==> config.mk <==
export PLATFORM = sky130hd
export DESIGN_NAME = operand_stack_shuffle_unit
export DESIGN_NICKNAME = d
export VERILOG_FILES = /design/src/rtl/oss_pkg.sv /design/src/rtl/oss_cell.sv /design/src/rtl/operand_stack_shuffle_unit.sv
export SDC_FILE = /design/constraint.sdc
export NUM_CORES = 2
export LEC_CHECK = 0
export BUFFER_PORTS_ARGS = -buffer_cell sky130_fd_sc_hd__buf_2
export CORE_AREA = 2 2 411 413
export DETAILED_ROUTE_END_ITERATION = 16
export DIE_AREA = 0 0 413 415
export PLACE_DENSITY_LB_ADDON = 0.12
export SYNTH_ARGS = -nofsm -noshare
export SYNTH_HDL_FRONTEND = slang
export SYNTH_SLANG_ARGS = --single-unit
==> constraint.sdc <==
create_clock -name clk -period 113.3 [get_ports clk]
set_clock_uncertainty 0.2 [all_clocks]
set_input_delay 5.665 -clock clk [delete_from_list [all_inputs] [get_ports clk]]
set_output_delay 5.665 -clock clk [all_outputs]
set_load 0.1 [all_outputs]
==> src/rtl/oss_pkg.sv <==
// ----------------------------------------------------------------------------
// oss_pkg
// Shared codes, types and decode functions for the operand stack shuffle unit.
// ----------------------------------------------------------------------------
package oss_pkg;

	localparam int SLOT_W  = 32;
	localparam int DEPTH_W = 7;
	localparam int NUM_LD  = 6;	// cells with a direct load port (widest shuffle)

	// request codes
	localparam logic [3:0] REQ_PUSH    = 4'd0;
	localparam logic [3:0] REQ_POP     = 4'd1;
	localparam logic [3:0] REQ_POP2    = 4'd2;
	localparam logic [3:0] REQ_DUP     = 4'd3;
	localparam logic [3:0] REQ_DUP_X1  = 4'd4;
	localparam logic [3:0] REQ_DUP_X2  = 4'd5;
	localparam logic [3:0] REQ_DUP2    = 4'd6;
	localparam logic [3:0] REQ_DUP2_X1 = 4'd7;
	localparam logic [3:0] REQ_DUP2_X2 = 4'd8;
	localparam logic [3:0] REQ_SWAP    = 4'd9;

	// status codes
	localparam logic [1:0] STAT_DONE      = 2'd0;
	localparam logic [1:0] STAT_UNDERFLOW = 2'd1;
	localparam logic [1:0] STAT_OVERFLOW  = 2'd2;

	typedef enum logic [1:0] {
		ST_IDLE,
		ST_EXEC,
		ST_DONE
	} state_t;

	// broadcast to every cell of the chain
	typedef struct packed {
		logic shift_dn;	// each cell takes its upper neighbor
		logic shift_up;	// each cell takes its lower neighbor
	} cell_cmd_t;

	// slots consumed from the top
	function automatic logic [2:0] need_slots(input logic [3:0] req);
		logic [2:0] n;
		n = 3'd0;
		case (req)
			REQ_POP, REQ_DUP:                     n = 3'd1;
			REQ_POP2, REQ_DUP_X1, REQ_DUP2,
			REQ_SWAP:                             n = 3'd2;
			REQ_DUP_X2, REQ_DUP2_X1:              n = 3'd3;
			REQ_DUP2_X2:                          n = 3'd4;
			default:                              n = 3'd0;
		endcase
		return n;
	endfunction

	// growth of the stack; zero for requests that shrink it
	function automatic logic [1:0] grow_slots(input logic [3:0] req);
		logic [1:0] g;
		g = 2'd0;
		case (req)
			REQ_PUSH, REQ_DUP, REQ_DUP_X1, REQ_DUP_X2: g = 2'd1;
			REQ_DUP2, REQ_DUP2_X1, REQ_DUP2_X2:        g = 2'd2;
			default:                                   g = 2'd0;
		endcase
		return g;
	endfunction

	// set for requests that move the chain by two slots
	function automatic logic exec_extra(input logic [3:0] req);
		logic e;
		e = 1'b0;
		case (req)
			REQ_POP2, REQ_DUP2, REQ_DUP2_X1, REQ_DUP2_X2: e = 1'b1;
			default:                                      e = 1'b0;
		endcase
		return e;
	endfunction

endpackage

==> src/rtl/oss_cell.sv <==
// ----------------------------------------------------------------------------
// oss_cell
// One stack slot: shifts toward or away from the top, or loads a new value.
// ----------------------------------------------------------------------------
module oss_cell
	import oss_pkg::*;
(
	input  logic              clk,
	input  cell_cmd_t         cmd,
	input  logic [SLOT_W-1:0] from_above,
	input  logic [SLOT_W-1:0] from_below,
	input  logic              ld_en,
	input  logic [SLOT_W-1:0] ld_val,
	output logic [SLOT_W-1:0] slot
);

	logic [SLOT_W-1:0] slot_q;

	// load wins over the shift
	always_ff @(posedge clk) begin
		if (ld_en) begin
			slot_q <= ld_val;
		end else if (cmd.shift_dn) begin
			slot_q <= from_above;
		end else if (cmd.shift_up) begin
			slot_q <= from_below;
		end
	end

	assign slot = slot_q;

endmodule

==> src/rtl/operand_stack_shuffle_unit.sv <==
// ----------------------------------------------------------------------------
// operand_stack_shuffle_unit
// JVM operand-stack shuffles on a chain of slot cells, cell 0 being the top.
// ----------------------------------------------------------------------------
// Refused or unknown requests pass from the input beat through ST_DONE to the
// output register; executed ones pass through ST_EXEC and then ST_DONE, and the
// chain moves one slot per cycle in ST_EXEC. Requests are taken one at a time:
// in_stall stays high until the unit is back in ST_IDLE. A finished result may
// wait in the output register while the next request is taken.
// Reset empties the stack; slot contents are not cleared.
module operand_stack_shuffle_unit
	import oss_pkg::*;
#(
	parameter int STACK_DEPTH = 64
) (
	input  logic               clk,
	input  logic               arst_n,
	input  logic               in_valid,
	output logic               in_stall,
	input  logic [3:0]         req_type,
	input  logic [SLOT_W-1:0]  push_value,
	output logic               out_valid,
	input  logic               out_stall,
	output logic [SLOT_W-1:0]  top_slot,
	output logic [SLOT_W-1:0]  second_slot,
	output logic [DEPTH_W-1:0] depth,
	output logic [1:0]         status
);

	localparam int SP_W = $clog2(STACK_DEPTH + 1);
	localparam logic [SP_W-1:0] DEPTH_MAX = SP_W'(STACK_DEPTH);

	state_t            state_q, state_d;
	logic [SP_W-1:0]   sp_q;
	logic              cnt_q;
	logic [3:0]        req_q;
	logic [1:0]        stat_q;
	logic [SLOT_W-1:0] x_q;
	logic [SLOT_W-1:0] a_q, b_q, c_q, d_q;
	logic              out_valid_q;
	logic [SLOT_W-1:0] top_q, second_q;
	logic [DEPTH_W-1:0] depth_q;
	logic [1:0]        out_stat_q;

	logic              in_fire;
	logic              out_load;
	logic [SP_W-1:0]   need_ext, grow_ext, room;
	logic              known, refuse;
	logic [1:0]        acc_stat;
	logic              shrink, last;
	cell_cmd_t         cmd;
	logic [NUM_LD-1:0] ld_en;
	logic [SLOT_W-1:0] ld_val [NUM_LD];
	logic [SLOT_W-1:0] cell_q [STACK_DEPTH];

	assign in_stall = (state_q != ST_IDLE);
	assign in_fire  = in_valid && !in_stall;

	// admission checks against the current depth
	assign need_ext = {{(SP_W-3){1'b0}}, need_slots(req_type)};
	assign grow_ext = {{(SP_W-2){1'b0}}, grow_slots(req_type)};
	assign room     = DEPTH_MAX - sp_q;
	assign known    = (req_type <= REQ_SWAP);
	always_comb begin
		acc_stat = STAT_DONE;
		if (known && (sp_q < need_ext)) begin
			acc_stat = STAT_UNDERFLOW;
		end else if (known && (room < grow_ext)) begin
			acc_stat = STAT_OVERFLOW;
		end
	end
	assign refuse = !known || (acc_stat != STAT_DONE);

	// next state and chain command
	assign shrink = (req_q == REQ_POP) || (req_q == REQ_POP2);
	assign last   = !cnt_q;
	always_comb begin
		state_d      = state_q;
		out_load     = 1'b0;
		cmd.shift_dn = 1'b0;
		cmd.shift_up = 1'b0;
		unique case (state_q)
			ST_IDLE: begin
				if (in_fire) begin
					state_d = refuse ? ST_DONE : ST_EXEC;
				end
			end
			ST_EXEC: begin
				cmd.shift_up = shrink;
				cmd.shift_dn = !shrink && (grow_slots(req_q) != 2'd0);
				if (last) begin
					state_d = ST_DONE;
				end
			end
			ST_DONE: begin
				if (!out_valid_q || !out_stall) begin
					out_load = 1'b1;
					state_d  = ST_IDLE;
				end
			end
			default: state_d = ST_IDLE;
		endcase
	end

	// new top arrangement, written on the last chain cycle
	always_comb begin
		for (int i = 0; i < NUM_LD; i++) begin
			ld_val[i] = a_q;
		end
		ld_en = '0;
		case (req_q)
			REQ_PUSH:    begin ld_val[0] = x_q; ld_en = 6'b000001; end
			REQ_DUP:     begin ld_en = 6'b000011; end
			REQ_DUP_X1:  begin ld_val[1] = b_q; ld_en = 6'b000111; end
			REQ_DUP_X2:  begin
				ld_val[1] = b_q; ld_val[2] = c_q; ld_en = 6'b001111;
			end
			REQ_DUP2:    begin
				ld_val[1] = b_q; ld_val[3] = b_q; ld_en = 6'b001111;
			end
			REQ_DUP2_X1: begin
				ld_val[1] = b_q; ld_val[2] = c_q; ld_val[4] = b_q;
				ld_en = 6'b011111;
			end
			REQ_DUP2_X2: begin
				ld_val[1] = b_q; ld_val[2] = c_q; ld_val[3] = d_q; ld_val[5] = b_q;
				ld_en = 6'b111111;
			end
			REQ_SWAP:    begin ld_val[0] = b_q; ld_val[1] = a_q; ld_en = 6'b000011; end
			default:     ld_en = '0;
		endcase
		if (!((state_q == ST_EXEC) && last)) begin
			ld_en = '0;
		end
	end

	// control registers
	always_ff @(posedge clk or negedge arst_n) begin
		if (!arst_n) begin
			state_q     <= ST_IDLE;
			sp_q        <= '0;
			cnt_q       <= 1'b0;
			out_valid_q <= 1'b0;
		end else begin
			state_q <= state_d;
			if (in_fire) begin
				cnt_q <= exec_extra(req_type);
			end else if (state_q == ST_EXEC) begin
				cnt_q <= 1'b0;
			end
			if (cmd.shift_dn) begin
				sp_q <= sp_q + 1'b1;
			end else if (cmd.shift_up) begin
				sp_q <= sp_q - 1'b1;
			end
			if (out_load) begin
				out_valid_q <= 1'b1;
			end else if (!out_stall) begin
				out_valid_q <= 1'b0;
			end
		end
	end

	// request capture and result register
	always_ff @(posedge clk) begin
		if (in_fire) begin
			req_q  <= req_type;
			stat_q <= acc_stat;
			x_q    <= push_value;
			a_q    <= cell_q[0];
			b_q    <= cell_q[1];
			c_q    <= cell_q[2];
			d_q    <= cell_q[3];
		end
		if (out_load) begin
			top_q      <= (sp_q >= SP_W'(1)) ? cell_q[0] : '0;
			second_q   <= (sp_q >= SP_W'(2)) ? cell_q[1] : '0;
			depth_q    <= DEPTH_W'(sp_q);
			out_stat_q <= stat_q;
		end
	end

	// the slot chain
	for (genvar g = 0; g < STACK_DEPTH; g++) begin : g_cell
		logic [SLOT_W-1:0] above, below;
		logic              cell_ld;
		logic [SLOT_W-1:0] cell_val;
		if (g == 0) begin : g_top
			assign above = '0;
		end else begin : g_mid
			assign above = cell_q[g-1];
		end
		if (g == STACK_DEPTH - 1) begin : g_bot
			assign below = '0;
		end else begin : g_nxt
			assign below = cell_q[g+1];
		end
		if (g < NUM_LD) begin : g_ld
			assign cell_ld  = ld_en[g];
			assign cell_val = ld_val[g];
		end else begin : g_nold
			assign cell_ld  = 1'b0;
			assign cell_val = '0;
		end
		oss_cell u_cell (
			.clk        (clk),
			.cmd        (cmd),
			.from_above (above),
			.from_below (below),
			.ld_en      (cell_ld),
			.ld_val     (cell_val),
			.slot       (cell_q[g])
		);
	end

	assign out_valid   = out_valid_q;
	assign top_slot    = top_q;
	assign second_slot = second_q;
	assign depth       = depth_q;
	assign status      = out_stat_q;

endmodule

==> metrics.cfg <==
[hold_path]
hold_start = stat_q[0]
min_path_type = register to register
holdPathEnd = status[0]
whs_path_depth = 0

[clocking]
cts_made_buffers = 229
cts-root-buf = clkbuf_16
htreeDepth = 4
cts_setup_buffers = 0
clock_path_buffers = 3
clk_latency_ns = 0.84
cts_tree = yes
clkTransAtPathRegs_ns = 0.06
cts-resized-gates = 0
cts.sinks = 2298
cts_hold_buf = 0

[global_route]
grt_pass1_vias = 62500
antenna_found_initial = 2
grt_pass1_wl_um = 317000
grt_usage_pct = 22.3
grt_max_degree = 257
grt_overflow = 0

[setup_path]
worst-r2r-cell-count = 7
path_buf_inv = 4
cpLargestDelayFamily = buffers and inverters
max_stage_delay_ns = 0.96
r2r_start = req_q[0]
critPathKind = input pin to register
path_cells = buf_2 -> inv_1 -> nor2_4 -> buf_4 -> buf_4
cpMostUsedCell = buf_4
cp.required_ns = 113.57
cp_max_fo = 75
crit_slowest_cell = buf_4
start_kind = input pin
r2r-end = g_cell[44].u_cell.slot[30]
reg2reg_slack_ns = 105.74
arrival_ns = 8.45
cp-end-kind = register

[flow_run]
drv_cap = 0

[logic_synthesis]
ys_top_cells_by_area = edfxtp_1 (69%), nand2_1 (22%), buf_6 (2.3%)
synth_compound_area_share_pct = 2.68
ys_ff_latch = 2298
synth_fa_ha_area_share_pct = 0.100
yosys.area.top_type = edfxtp_1
synthesis.area_sq_mm = 0.0999
synthSimpleGateAreaFrac_pct = 23.1
async_flop_share_pct = 0.479
synthFlopType = edfxtp_1
syn-mean-instance-area_sq_um = 10.7
synth.most_common_cell = nand2_1
yosys_warnings = 0
synthMuxAreaShare_pct = 1.06
synth_edf_count = 2287
syn-num-nets = 9412
ys_seq_area_share_pct = 69.0
synth_xor_area_share_pct = 0.123
synthTopCellsByCount = nand2_1 (5772), edfxtp_1 (2287), buf_2 (217), buf_6 (203), a31oi_1 (130)
synth_top_family_by_area = simple AND/OR/NAND/NOR gates
synthCells = 9364
synthDistinctLibCells = 52
synth_top_area_share_pct = 68.8

[floorplan]
die_h_um = 415
die_w_um = 413
coreArea_sq_mm = 0.167
start_util_pct = 59.9
rows = 150
io_pins = 115
dieArea_sq_mm = 0.171

[power]
leakage_nw = 43.2
seqPwrFrac_pct = 51.0
power_switching_mw = 0.734
vdd_drop_max_mv = 0.0173
switching_share_pct = 30.2
total_power_mw = 2.43
internal-power_mw = 1.70
p_clk_share_pct = 30.1
pwr_density_cell_mw_per_mm2 = 22.6
comb_power_share_pct = 18.9

[placement]
gp_congestion = 0.808
numPortBuffers = 114
dp_hpwl_um = 107000
place_area_sq_mm = 0.100
place_inst = 11200
place_ws_ns = 104.31

[sta]
period_needed_ns = 8.18
worst_pin_slew_ns = 1.44
hold_viol_final = 0
fmax_ghz = 0.122
finalMaxSlewViolations = 0
maxSlewHeadroom_pct = 3.81
worst_slack_ns = 105.12
rsz0062_at_grt = false
min_period_over_period_pct = 7.22
hold_slack_ns = 0.254
fin_tns_setup_ns = 0
finalSetupViolations = 0

[cells_and_area]
fin_area_sq_mm = 0.107
antennaDiodeCount = 0
nets = 9306
drive_above_1_share_pct = 6.40
fillers = 13200
stdcell_count = 11700
fin_util_pct = 64.4
area_growth_syn_to_layout_pct = 7.49
multi_input_area_sq_mm = 0.0272
final-seq-area_sq_mm = 0.0690

[routing]
wl_um = 192000
firstDrtPassIters = 7
detail-route-antenna-nets = 0
viasPerCell = 5.49
drc = 0
num_vias = 64000
wl_per_cell_um = 16.5
drt_iter0_drc = 5898

[outcome]
run_status = finished, final reports clean

## cells by family after synthesis
family | Yosys count
simple gates | 6021
flops | 2298
buf+inv | 538
compound gates | 387
mux | 98
xor+xnor | 14
fa+ha+maj | 8
## area by class of cell
cell class	instances	area share [%]
Sequential cell	2298	64.2
Multi-Input combinational cell	6528	25.3
Clock buffer	278	5.61
Tap cell	2204	2.57
Timing Repair Buffer	193	1.18
Clock inverter	147	1.05
Inverter	8	0.0280
## placed cells by master, fill, tap and decap left out, types with 16 or more instances in the layout
cell and n:
a211oi_1 65, bufinv_16 16, mux2i_1 34, buf_4 71
o2bb2ai_1 32, clkinv_1 65, mux2_2 62, clkbuf_16 234
a21oi_1 39, nand2_1 5769, clkinv_2 52, a31oi_1 130
o21ai_1 26, nor2_1 75, edfxtp_1 2287, and2_1 97
and3_1 34, buf_2 114, a22o_1 64, clkbuf_1 44
## power by group through the flow
stage | Sequential, mW | Clock (mW) | Combinational (mW)
3_3_place_gp | 1.25 | 0 | 0.449
2_1_floorplan | 1.54 | 0 | 0.330
5_1_grt | 1.25 | 0.777 | 0.515
3_5_place_dp | 1.26 | 0 | 0.463
6_report | 1.24 | 0.731 | 0.458
4_1_cts | 1.24 | 0.746 | 0.464
## how the worst max path moves through the flow
stage	cells past startpoint	from	end	slack, ns
6_report	5	in_valid	d_q[30]	105.12
5_1_grt	5	in_valid	d_q[1]	105.03
4_1_cts	5	in_valid	d_q[1]	105.24
3_5_place_dp	5	in_valid	a_q[26]	104.31
3_3_place_gp	5	in_valid	c_q[0]	104.39
2_1_floorplan	4	req_q[3]	g_cell[0].u_cell.slot[0]	51.53
## routing by layer
layer	track usage [%]	routed length, um	vias to the layer above
met5	0	13	-
met4	5.97	4300	2
met3	3.05	10200	315
met2	35.9	91600	1562
met1	32.1	86400	31300
li1	-	-	30800
## worst reg2reg max path, stage by stage, from the launching register on
cell and delay, ns:
edfxtp_1 0.64, or3_1 0.75, a21oi_4 1.00, buf_12 0.72
buf_4 0.93, buf_4 0.88, buf_4 1.04, buf_4 0.99
## state kept, by name, indices dropped and copies added, names as in the netlist, 4 cells and up
name,flops
b_q,32
a_q,32
d_q,32
depth,7
g_cell.u_cell.slot,2048
req_q,4
c_q,32
sp_q,7
top_slot,32
second_slot,32
x_q,32
(Power assumes the default switching activity.)
